**config.mk**
```make
export PLATFORM = sky130hd
export DESIGN_NAME = stack_machine_executor
export DESIGN_NICKNAME = d
export VERILOG_FILES = /design/src/rtl/sme_pkg.sv /design/src/rtl/sme_cell.sv /design/src/rtl/stack_machine_executor.sv
export VERILOG_INCLUDE_DIRS = /design/src /design/src/rtl
export SDC_FILE = /design/constraint.sdc
export NUM_CORES = 2
export LEC_CHECK = 0
export BUFFER_PORTS_ARGS = -buffer_cell sky130_fd_sc_hd__buf_2
export CAP_MARGIN = 15
export CORE_AREA = 2 2 340 342
export DETAILED_ROUTE_END_ITERATION = 6
export DIE_AREA = 0 0 342 344
export GPL_TIMING_DRIVEN = 0
export PLACE_DENSITY_LB_ADDON = 0.08
export SYNTH_ARGS = -nofsm -noshare
export SYNTH_HDL_FRONTEND = slang
export SYNTH_SLANG_ARGS = --single-unit
```
**constraint.sdc**
```tcl
create_clock -name aclk -period 54.1 [get_ports aclk]
set_input_delay 16.23 -clock aclk [delete_from_list [all_inputs] [get_ports aclk]]
set_output_delay 16.23 -clock aclk [all_outputs]
set_load 0.05 [all_outputs]
```
**src/rtl/stack_machine_executor_defines.svh**
```systemverilog
// Assertion macros for the executor's checks of its own logic.
`ifndef STACK_MACHINE_EXECUTOR_DEFINES_SVH
`define STACK_MACHINE_EXECUTOR_DEFINES_SVH

// Checked only while out of reset.
`define SME_ASSERT(label, prop, msg) \
    label: assert property (@(posedge aclk) disable iff (!aresetn) prop) else $error(msg);

// Checked at every edge, reset included.
`define SME_ASSERT_ALWAYS(label, prop, msg) \
    label: assert property (@(posedge aclk) prop) else $error(msg);

`endif

```
**src/rtl/sme_pkg.sv**
```systemverilog
package sme_pkg;

    // Field widths
    localparam int DATA_W  = 64;
    localparam int CMD_W   = 3;
    localparam int CAUSE_W = 3;
    localparam int DEPTH_W = 5;

    // Default stack depth
    localparam int STACK_DEPTH_DEF = 16;

    // Opcodes
    localparam logic [CMD_W-1:0] OP_PUSH  = 3'd0;
    localparam logic [CMD_W-1:0] OP_PRINT = 3'd1;
    localparam logic [CMD_W-1:0] OP_READ  = 3'd2;
    localparam logic [CMD_W-1:0] OP_ADD   = 3'd3;
    localparam logic [CMD_W-1:0] OP_STOP  = 3'd4;

    // Halt causes
    localparam logic [CAUSE_W-1:0] CAUSE_RUN       = 3'd0;
    localparam logic [CAUSE_W-1:0] CAUSE_STOP      = 3'd1;
    localparam logic [CAUSE_W-1:0] CAUSE_BADOP     = 3'd2;
    localparam logic [CAUSE_W-1:0] CAUSE_OVERFLOW  = 3'd3;
    localparam logic [CAUSE_W-1:0] CAUSE_UNDERFLOW = 3'd4;

    // Per-cell shift command
    typedef logic [1:0] cell_op_t;
    localparam cell_op_t CELL_HOLD = 2'd0;
    localparam cell_op_t CELL_DOWN = 2'd1;  // take entry from the cell above (push)
    localparam cell_op_t CELL_UP   = 2'd2;  // take entry from the cell below (pop)

endpackage

```
**src/rtl/sme_cell.sv**
```systemverilog
// One stack entry. Cell 0 is the top of stack.
module sme_cell (
    input  logic                      aclk,
    input  sme_pkg::cell_op_t         op,
    input  logic [sme_pkg::DATA_W-1:0] prev_data,
    input  logic [sme_pkg::DATA_W-1:0] next_data,
    output logic [sme_pkg::DATA_W-1:0] data
);

    logic [sme_pkg::DATA_W-1:0] data_reg;
    logic [sme_pkg::DATA_W-1:0] data_next;

    // Shift select
    always_comb begin
        unique case (op)
            sme_pkg::CELL_DOWN: data_next = prev_data;
            sme_pkg::CELL_UP:   data_next = next_data;
            default:            data_next = data_reg;
        endcase
    end

    always_ff @(posedge aclk) begin
        data_reg <= data_next;
    end

    assign data = data_reg;

endmodule

```
**src/rtl/stack_machine_executor.sv**
```systemverilog
// Stack-machine executor: runs one instruction per item on a stack of STACK_DEPTH 64-bit
// entries and returns one result item per input item. The stack is a row of entry
// cells that shift together, so an item is accepted every clock while s_ready is high.
// Results come from an output register loaded at acceptance; s_ready drops only while
// that register holds an item and m_ready is low. After a halt the stack no longer
// changes until reset; every item still returns a result.
module stack_machine_executor #(
    parameter int STACK_DEPTH = sme_pkg::STACK_DEPTH_DEF
) (
    input  logic                              aclk,
    input  logic                              aresetn,
    // input items
    input  logic                              s_valid,
    output logic                              s_ready,
    input  logic [sme_pkg::CMD_W-1:0]         s_command,
    input  logic signed [sme_pkg::DATA_W-1:0] s_push_value,
    input  logic                              s_read_ok,
    input  logic signed [sme_pkg::DATA_W-1:0] s_read_value,
    // result items
    output logic                              m_valid,
    input  logic                              m_ready,
    output logic                              m_print_valid,
    output logic signed [sme_pkg::DATA_W-1:0] m_print_value,
    output logic                              m_halted,
    output logic [sme_pkg::CAUSE_W-1:0]       m_halt_cause,
    output logic [sme_pkg::DEPTH_W-1:0]       m_depth_now
);

    `include "stack_machine_executor_defines.svh"

    localparam int CW = $clog2(STACK_DEPTH + 1);

    // Machine state
    logic [CW-1:0]                count_reg, count_next;
    logic                         halt_reg, halt_next;
    logic [sme_pkg::CAUSE_W-1:0]  reason_reg, reason_next;

    // Cell row
    logic [sme_pkg::DATA_W-1:0]   cell_data [STACK_DEPTH];
    sme_pkg::cell_op_t            cell_op [STACK_DEPTH];
    sme_pkg::cell_op_t            shift_op;
    logic                         add_sel;
    logic [sme_pkg::DATA_W-1:0]   top_in;
    logic [sme_pkg::DATA_W-1:0]   sum;

    // Result
    logic                         pvalid;
    logic [sme_pkg::DATA_W-1:0]   pval;
    logic [31:0]                  count_ext;

    // Output register
    logic                         m_valid_reg;
    logic                         print_valid_reg;
    logic [sme_pkg::DATA_W-1:0]   print_value_reg;
    logic                         halted_reg;
    logic [sme_pkg::CAUSE_W-1:0]  cause_reg;
    logic [sme_pkg::DEPTH_W-1:0]  depth_reg;

    logic accept;
    logic full;
    logic empty;

    assign s_ready = !m_valid_reg || m_ready;
    assign accept  = s_valid && s_ready;
    assign full    = (count_reg == CW'(STACK_DEPTH));
    assign empty   = (count_reg == '0);
    assign sum     = cell_data[0] + cell_data[1];

    // Instruction decode
    always_comb begin
        count_next  = count_reg;
        halt_next   = halt_reg;
        reason_next = reason_reg;
        shift_op    = sme_pkg::CELL_HOLD;
        add_sel     = 1'b0;
        top_in      = s_push_value;
        pvalid      = 1'b0;
        pval        = '0;
        if (accept && !halt_reg) begin
            unique case (s_command)
                sme_pkg::OP_PUSH: begin
                    if (full) begin
                        halt_next   = 1'b1;
                        reason_next = sme_pkg::CAUSE_OVERFLOW;
                    end else begin
                        shift_op   = sme_pkg::CELL_DOWN;
                        count_next = count_reg + 1'b1;
                    end
                end
                sme_pkg::OP_PRINT: begin
                    if (empty) begin
                        halt_next   = 1'b1;
                        reason_next = sme_pkg::CAUSE_UNDERFLOW;
                    end else begin
                        pvalid     = 1'b1;
                        pval       = cell_data[0];
                        shift_op   = sme_pkg::CELL_UP;
                        count_next = count_reg - 1'b1;
                    end
                end
                sme_pkg::OP_READ: begin
                    top_in = s_read_value;
                    if (s_read_ok) begin
                        if (full) begin
                            halt_next   = 1'b1;
                            reason_next = sme_pkg::CAUSE_OVERFLOW;
                        end else begin
                            shift_op   = sme_pkg::CELL_DOWN;
                            count_next = count_reg + 1'b1;
                        end
                    end
                end
                sme_pkg::OP_ADD: begin
                    // two pops and a push: the row moves up, the top takes the sum
                    if (count_reg >= CW'(2)) begin
                        shift_op   = sme_pkg::CELL_UP;
                        add_sel    = 1'b1;
                        top_in     = sum;
                        count_next = count_reg - 1'b1;
                    end else begin
                        count_next = '0;
                    end
                end
                sme_pkg::OP_STOP: begin
                    halt_next   = 1'b1;
                    reason_next = sme_pkg::CAUSE_STOP;
                end
                default: begin
                    halt_next   = 1'b1;
                    reason_next = sme_pkg::CAUSE_BADOP;
                end
            endcase
        end
    end

    // Per-cell commands
    always_comb begin
        for (int i = 0; i < STACK_DEPTH; i++) begin
            cell_op[i] = shift_op;
        end
        if (add_sel) begin
            cell_op[0] = sme_pkg::CELL_DOWN;
        end
    end

    // Row of cells
    for (genvar i = 0; i < STACK_DEPTH; i++) begin : g_cell
        logic [sme_pkg::DATA_W-1:0] prev_d;
        logic [sme_pkg::DATA_W-1:0] next_d;
        if (i == 0) begin : g_top
            assign prev_d = top_in;
        end else begin : g_mid
            assign prev_d = cell_data[i-1];
        end
        if (i == STACK_DEPTH - 1) begin : g_bot
            assign next_d = '0;
        end else begin : g_up
            assign next_d = cell_data[i+1];
        end
        sme_cell u_cell (
            .aclk      (aclk),
            .op        (cell_op[i]),
            .prev_data (prev_d),
            .next_data (next_d),
            .data      (cell_data[i])
        );
    end

    // Control state
    always_ff @(posedge aclk) begin
        if (!aresetn) begin
            count_reg  <= '0;
            halt_reg   <= 1'b0;
            reason_reg <= sme_pkg::CAUSE_RUN;
        end else begin
            count_reg  <= count_next;
            halt_reg   <= halt_next;
            reason_reg <= reason_next;
        end
    end

    assign count_ext = 32'(count_next);

    // Output register valid
    always_ff @(posedge aclk) begin
        if (!aresetn) begin
            m_valid_reg <= 1'b0;
        end else if (s_ready) begin
            m_valid_reg <= s_valid;
        end
    end

    // Output payload
    always_ff @(posedge aclk) begin
        if (accept) begin
            print_valid_reg <= pvalid;
            print_value_reg <= pval;
            halted_reg      <= halt_next;
            cause_reg       <= halt_next ? reason_next : sme_pkg::CAUSE_RUN;
            depth_reg       <= count_ext[sme_pkg::DEPTH_W-1:0];
        end
    end

    assign m_valid       = m_valid_reg;
    assign m_print_valid = print_valid_reg;
    assign m_print_value = print_value_reg;
    assign m_halted      = halted_reg;
    assign m_halt_cause  = cause_reg;
    assign m_depth_now   = depth_reg;

    // Checks
    `SME_ASSERT(a_halt_sticky, halt_reg |=> halt_reg, "halt flag cleared without reset")
    `SME_ASSERT(a_count_bound, count_reg <= CW'(STACK_DEPTH), "stack count above depth")
    `SME_ASSERT(a_halted_frozen, (accept && halt_reg) |=> $stable(count_reg), "stack moved while halted")
    `SME_ASSERT(a_print_running, (m_valid && m_print_valid) |-> !m_halted, "print result reported as halted")

endmodule

```
[Yosys cells after proc, flatten, opt, wreduce, memory -nomap -nowiden]
Cells that the tools add are included.
Storage, ports and cells
  register bits after elaboration: 1108
  output and inout port bits: 76
  logic and storage cells: 97
Cells by class
  add/subtract/negate cells: 3
  order comparisons: 1
  equality and inequality tests: 9
  multiplexer cells: 46
  bitwise operators: 2
  reduce and logical (&&, ||, !) cells: 11
Operator list (number)
  $pmux W64 S2: 17
  $mux W64: 2
  $add A64 B64 Y64: 1
  $mux W5: 5
  $pmux W5 S4: 1
  $pmux W3 S5: 1
  $mux W3: 4
  $mux W1: 10
  $mux W2: 4
  $pmux W2 S4: 1
  $eq A3 B2 Y1 const B: 2
  $add A5 B1 Y5 const B: 1
  $eq A5 B5 Y1 const B: 1
  $ge A5 B2 Y1 const B: 1
  $logic_not A5 Y1: 1
  $sub A5 B1 Y5 const B: 1
  $eq A2 B1 Y1 const B: 2
  $eq A2 B2 Y1 const B: 2
  $pmux W1 S4: 1
  $reduce_bool A2 Y1: 2
  $eq A3 B1 Y1 const B: 1
  $eq A3 B3 Y1 const B: 1
  $logic_not A3 Y1: 1
  $reduce_or A3 Y1: 1
  5 further kinds: 8

[Depth between registers and ports, before layout]
  word-level depth: 8
  depth in mapped cells: 15

[Modules after synthesis]
A second synthesis with hierarchy kept.
Unflattened totals
  cell total of the unflattened synthesis: 3196
  area, all modules: 56481.7 µm²
Modules (own cells, without submodules)
  sme_cell: instances 16, cells an instance 138, area an instance 3019.1 µm²
  stack_machine_executor: instances 1, cells an instance 988, area an instance 8175.3 µm²

[Worst setup path before layout]
No wires, ideal clock.
  path kind: input to register
  start point: in m_ready
  end point: reg g_cell[10].u_cell.data_reg (netlist bit g_cell[10].u_cell.data[0]) (enable)
  arrival time: 36.333 ns
  setup slack: 16.465 ns
  cell stages on the path: 8
  path buffers: 1
  path through: nand2b_1 -> nand2_1 -> or3_1 -> clkbuf_1 -> nor2_1 -> inv_1 -> ha_1 -> inv_1
On the way
  word-level cells in the longest chain between the ends: 6
  elaborated cells on any way between the ends: 7
Ends and longest elaborated chain
  start, declared: RTL line stack_machine_executor.sv:21  | input logic m_ready,
  $logic_or A1 B1 Y1 (*): RTL line stack_machine_executor.sv:63  | assign s_ready = !m_valid_reg || m_ready;
  $logic_and A1 B1 Y1 (*): RTL line stack_machine_executor.sv:64  | assign accept = s_valid && s_ready;
  $logic_and A1 B1 Y1 (*): RTL line stack_machine_executor.sv:79  | if (accept && !halt_reg) begin
  $mux W2 (*): RTL line stack_machine_executor.sv:79
  $eq A2 B1 Y1 or $eq A2 B2 Y1 (tied branches): RTL line sme_cell.sv:15  | unique case (op)
  $reduce_bool A2 Y1 (no source line) (*)
  end signal, assigned: RTL line sme_cell.sv:23  | data_reg <= data_next;
  end, declared: RTL line sme_cell.sv:10  | logic [sme_pkg::DATA_W-1:0] data_reg;
Every way passes the cells marked *; elsewhere a longest branch is shown, timed or not.
A chain may end at the register's enable or synchronous reset.

[Final worst setup path]
  start point: in m_ready
  end point: out s_ready
On the way
  word-level cells in the longest chain between the ends: 1
Ends and longest elaborated chain
  $logic_or A1 B1 Y1: RTL line stack_machine_executor.sv:63
  end, declared: RTL line stack_machine_executor.sv:14  | output logic s_ready,
No other way between the ends.

==> out/metrics.csv <==
stage;metric;value;unit
run_status;outcome;completed;
global_route;grt.overflow.total;0;
timing;min_period;32.93;ns
clock_network;cts_buffer_depth;3;
timing;holdWs;0.5284;ns
setup_path;end_kind;output pin;
synthesis;netlist_area;0.05080;mm²
setup_path;critPathArrivalTime;16.70;ns
synthesis;synthArstFlopShare;0;%
die;start_util;44.61;%
die;die_w;342;µm
clock_network;hold_buffers;0;
clock_network;cts_tree;yes;
synthesis;yosys_warnings;0;
clock_network;ctsResizeCount;0;
timing;fin_skew;0.02557;ns
routing;drtIter0Drc;2999;
timing;setup_viol;0;
global_route;grt_pass1_vias;29840;
synthesis;synthDominantCellAreaShare;64.90;%
routing;wirelength;129300;µm
clock_network;cts_buffers;119;
synthesis;synthTopCellsByCount;1098 x edfxtp_1, 888 x mux2_2, 175 x a21oi_1;
setup_path;cpMostUsedCell;buf_2;
timing;finalHoldViolCount;0;
clock_network;clk_pin_slew;0.05;ns
setup_path;crit_slowest_cell;buf_2;
setup_path;crit_type;primary input to output pin;
timing;slew_headroom;12.50;%
synthesis;synth-edff-count;1098;
pwr;p_leak;19.45;nW
timing;rsz0062_at_grt;false;
routing;via_per_inst;5.603;
synthesis;postSynthCellCount;3296;
placement;port_buffers;209;
placement;dp_hpwl;93330;µm
synthesis;syn_avg_cell_area;15.41;µm²
synthesis;synth_flop_cell;edfxtp_1;
die;die_area;0.1176;mm²
timing;max_freq;30.37;MHz
timing;slew_violations;0;
placement;gp_congestion;0.9584;
finish;drive_gt1_share;35.37;%
setup_path;path_cells;buf_2, nand2b_1, buf_2;
placement;placed_area;0.05413;mm²
pwr;total_power;1.874;mW
global_route;grt_max_degree;145;
routing;vias;29460;
routing;wire_per_inst;24.59;µm
synthesis;synth.largest_area_cell;edfxtp_1;
routing;drtAntennaViolNets;0;
finish;final_cells;5257;
placement;dp_cells;5033;
die;ioPinCount;212;
synthesis;ys_top_cells_by_area;edfxtp_1 65%, mux2_2 20%, a21oi_1 1.7%;
pwr;vdd_drop_max;0.02802;mV
global_route;grt_pass1_wl;190700;µm
synthesis;synth.distinct_cells;75;
clock_network;post-cts-setup-buffers;0;
routing;drt_pass1_iterations;7;
setup_path;crit_required;37.87;ns
setup_path;path_max_fanout;3;
timing;worst_pin_slew;1.303;ns
die;rows;124;
synthesis;syn_nets;3501;
clock_network;cts_root_buffer;clkbuf_16;
job;drv_cap;0;
die;die_h;344;µm
worst_hold_path;hold_path_class;register to register;
die;core_area;0.1139;mm²
setup_path;startpoint_type;primary input;
synthesis;ys_seq_area_share;65.29;%
finish;largest_register_ff_count;1024;
synthesis;ys_ff_latch;1108;
global_route;antenna_found_initial;14;
timing;timing.final.crit_share;60.87;%
timing;setup_tns;0;ns
finish;final_nets;3847;
finish;final_area;0.05800;mm²
routing;drc_errors;0;
setup_path;slowest_delay;0.22;ns
clock_network;h-tree-depth;3;
finish;synthToLayoutAreaGrowth;14.17;%
clock_network;cts_sinks;1108;
synthesis;synthMostInstantiatedCell;edfxtp_1;
clock_network;clock_latency;0.71;ns
pwr;powerDensity;32.31;mW/mm²
global_route;grt_usage;21.64;%
-- critical path: cells and delay by family --
| kind | cells | cell delay, ns |
|---|---|---|
| buffers and inverters | 2 | 0.31 |
| AND/OR/NAND/NOR | 1 | 0.15 |
-- cell type report --
class                   count  area [µm²]
fillers                  9712       55880
flip-flops and latches   1108       33170
multi-input cells        1958       16760
clock buffers             145        3118
well taps                1512        1892
repair buffers            225        1416
clock inverters            72       733.2
plain buffers             187       720.7
inverters                  43       173.9
diodes                      7       17.52
-- through the flow --
step	worst slack [ns]	utilization, %
2_1_floorplan	16.46	-
3_3_place_gp	9.144	47.19
3_5_place_dp	21.17	47.53
4_1_cts	21.17	50.92
5_1_grt	21.12	50.92
6_report	21.17	50.93
-- layout by cell type (no fill, tap or decap), drive strengths merged, types with 7 or more instances in the layout --
cell    instances
clkinv         51
nand3          20
ha             68
buf           245
clkbuf        312
and2           74
edfxtp       1098
nand2         110
a31oi          40
bufinv         15
diode           7
nand4          24
a21o           35
nor2b          71
a211oi          8
a22oi          21
nand2b          7
o21bai         16
xor2           25
dfxtp          10
o211ai          7
xnor2          29
inv            44
a21oi         175
nor2          103
o31ai           8
o21ai         109
a221o           7
nor3           26
mux2          888
-- report_power, final --
| part | total, mW | switching (mW) | leakage, nW | internal (mW) |
|---|---|---|---|---|
| clock | 0.812 | 0.334 | 1.88 | 0.478 |
| combinational | 0.0944 | 0.0615 | 7.45 | 0.0329 |
| sequential | 0.968 | 0.00883 | 10.1 | 0.959 |
| total | 1.87 | 0.404 | 19.4 | 1.47 |
-- cells by family (layout without fill, tap and decap cells) --
group                      count (synthesis)  count (layout)  share of synthesized area [%]
DFF                                     1108            1108                          65.29
adders and majority gates                 69              69                          1.714
and+or+nand+nor                          463             463                          4.601
muxes                                    893             893                          19.78
buffers and inverters                    230             672                          1.721
xor gates and xnor gates                  54              54                         0.9309
other                                      0               7                              0
AOI/OAI and AO/OA                        479             479                          5.958
-- path summary, 6_finish.rpt --
check	end	cells past startpoint	from	slack [ns]
worst max register to register	g_cell[0].u_cell.data[10]$_DFFE_PP_	13	count_reg[0]$_SDFF_PN0_	47.95
worst min-delay path	reason_reg[0]$_SDFF_PN0_	2	reason_reg[0]$_SDFF_PN0_	0.53
worst max-delay path	s_ready	3	m_ready	21.17
worst min register to register	reason_reg[0]$_SDFF_PN0_	2	reason_reg[0]$_SDFF_PN0_	0.53
-- metal layers --
metal | vias to the layer above | track usage [%] | routed length, µm
met5 | - | 0 | 0
met4 | 0 | 5.501 | 2855
met3 | 160 | 3.869 | 9087
met2 | 890 | 33.65 | 58230
met1 | 14980 | 31.48 | 59080
li1 | 13430 | - | -
Power figures use the tool's default switching activity.
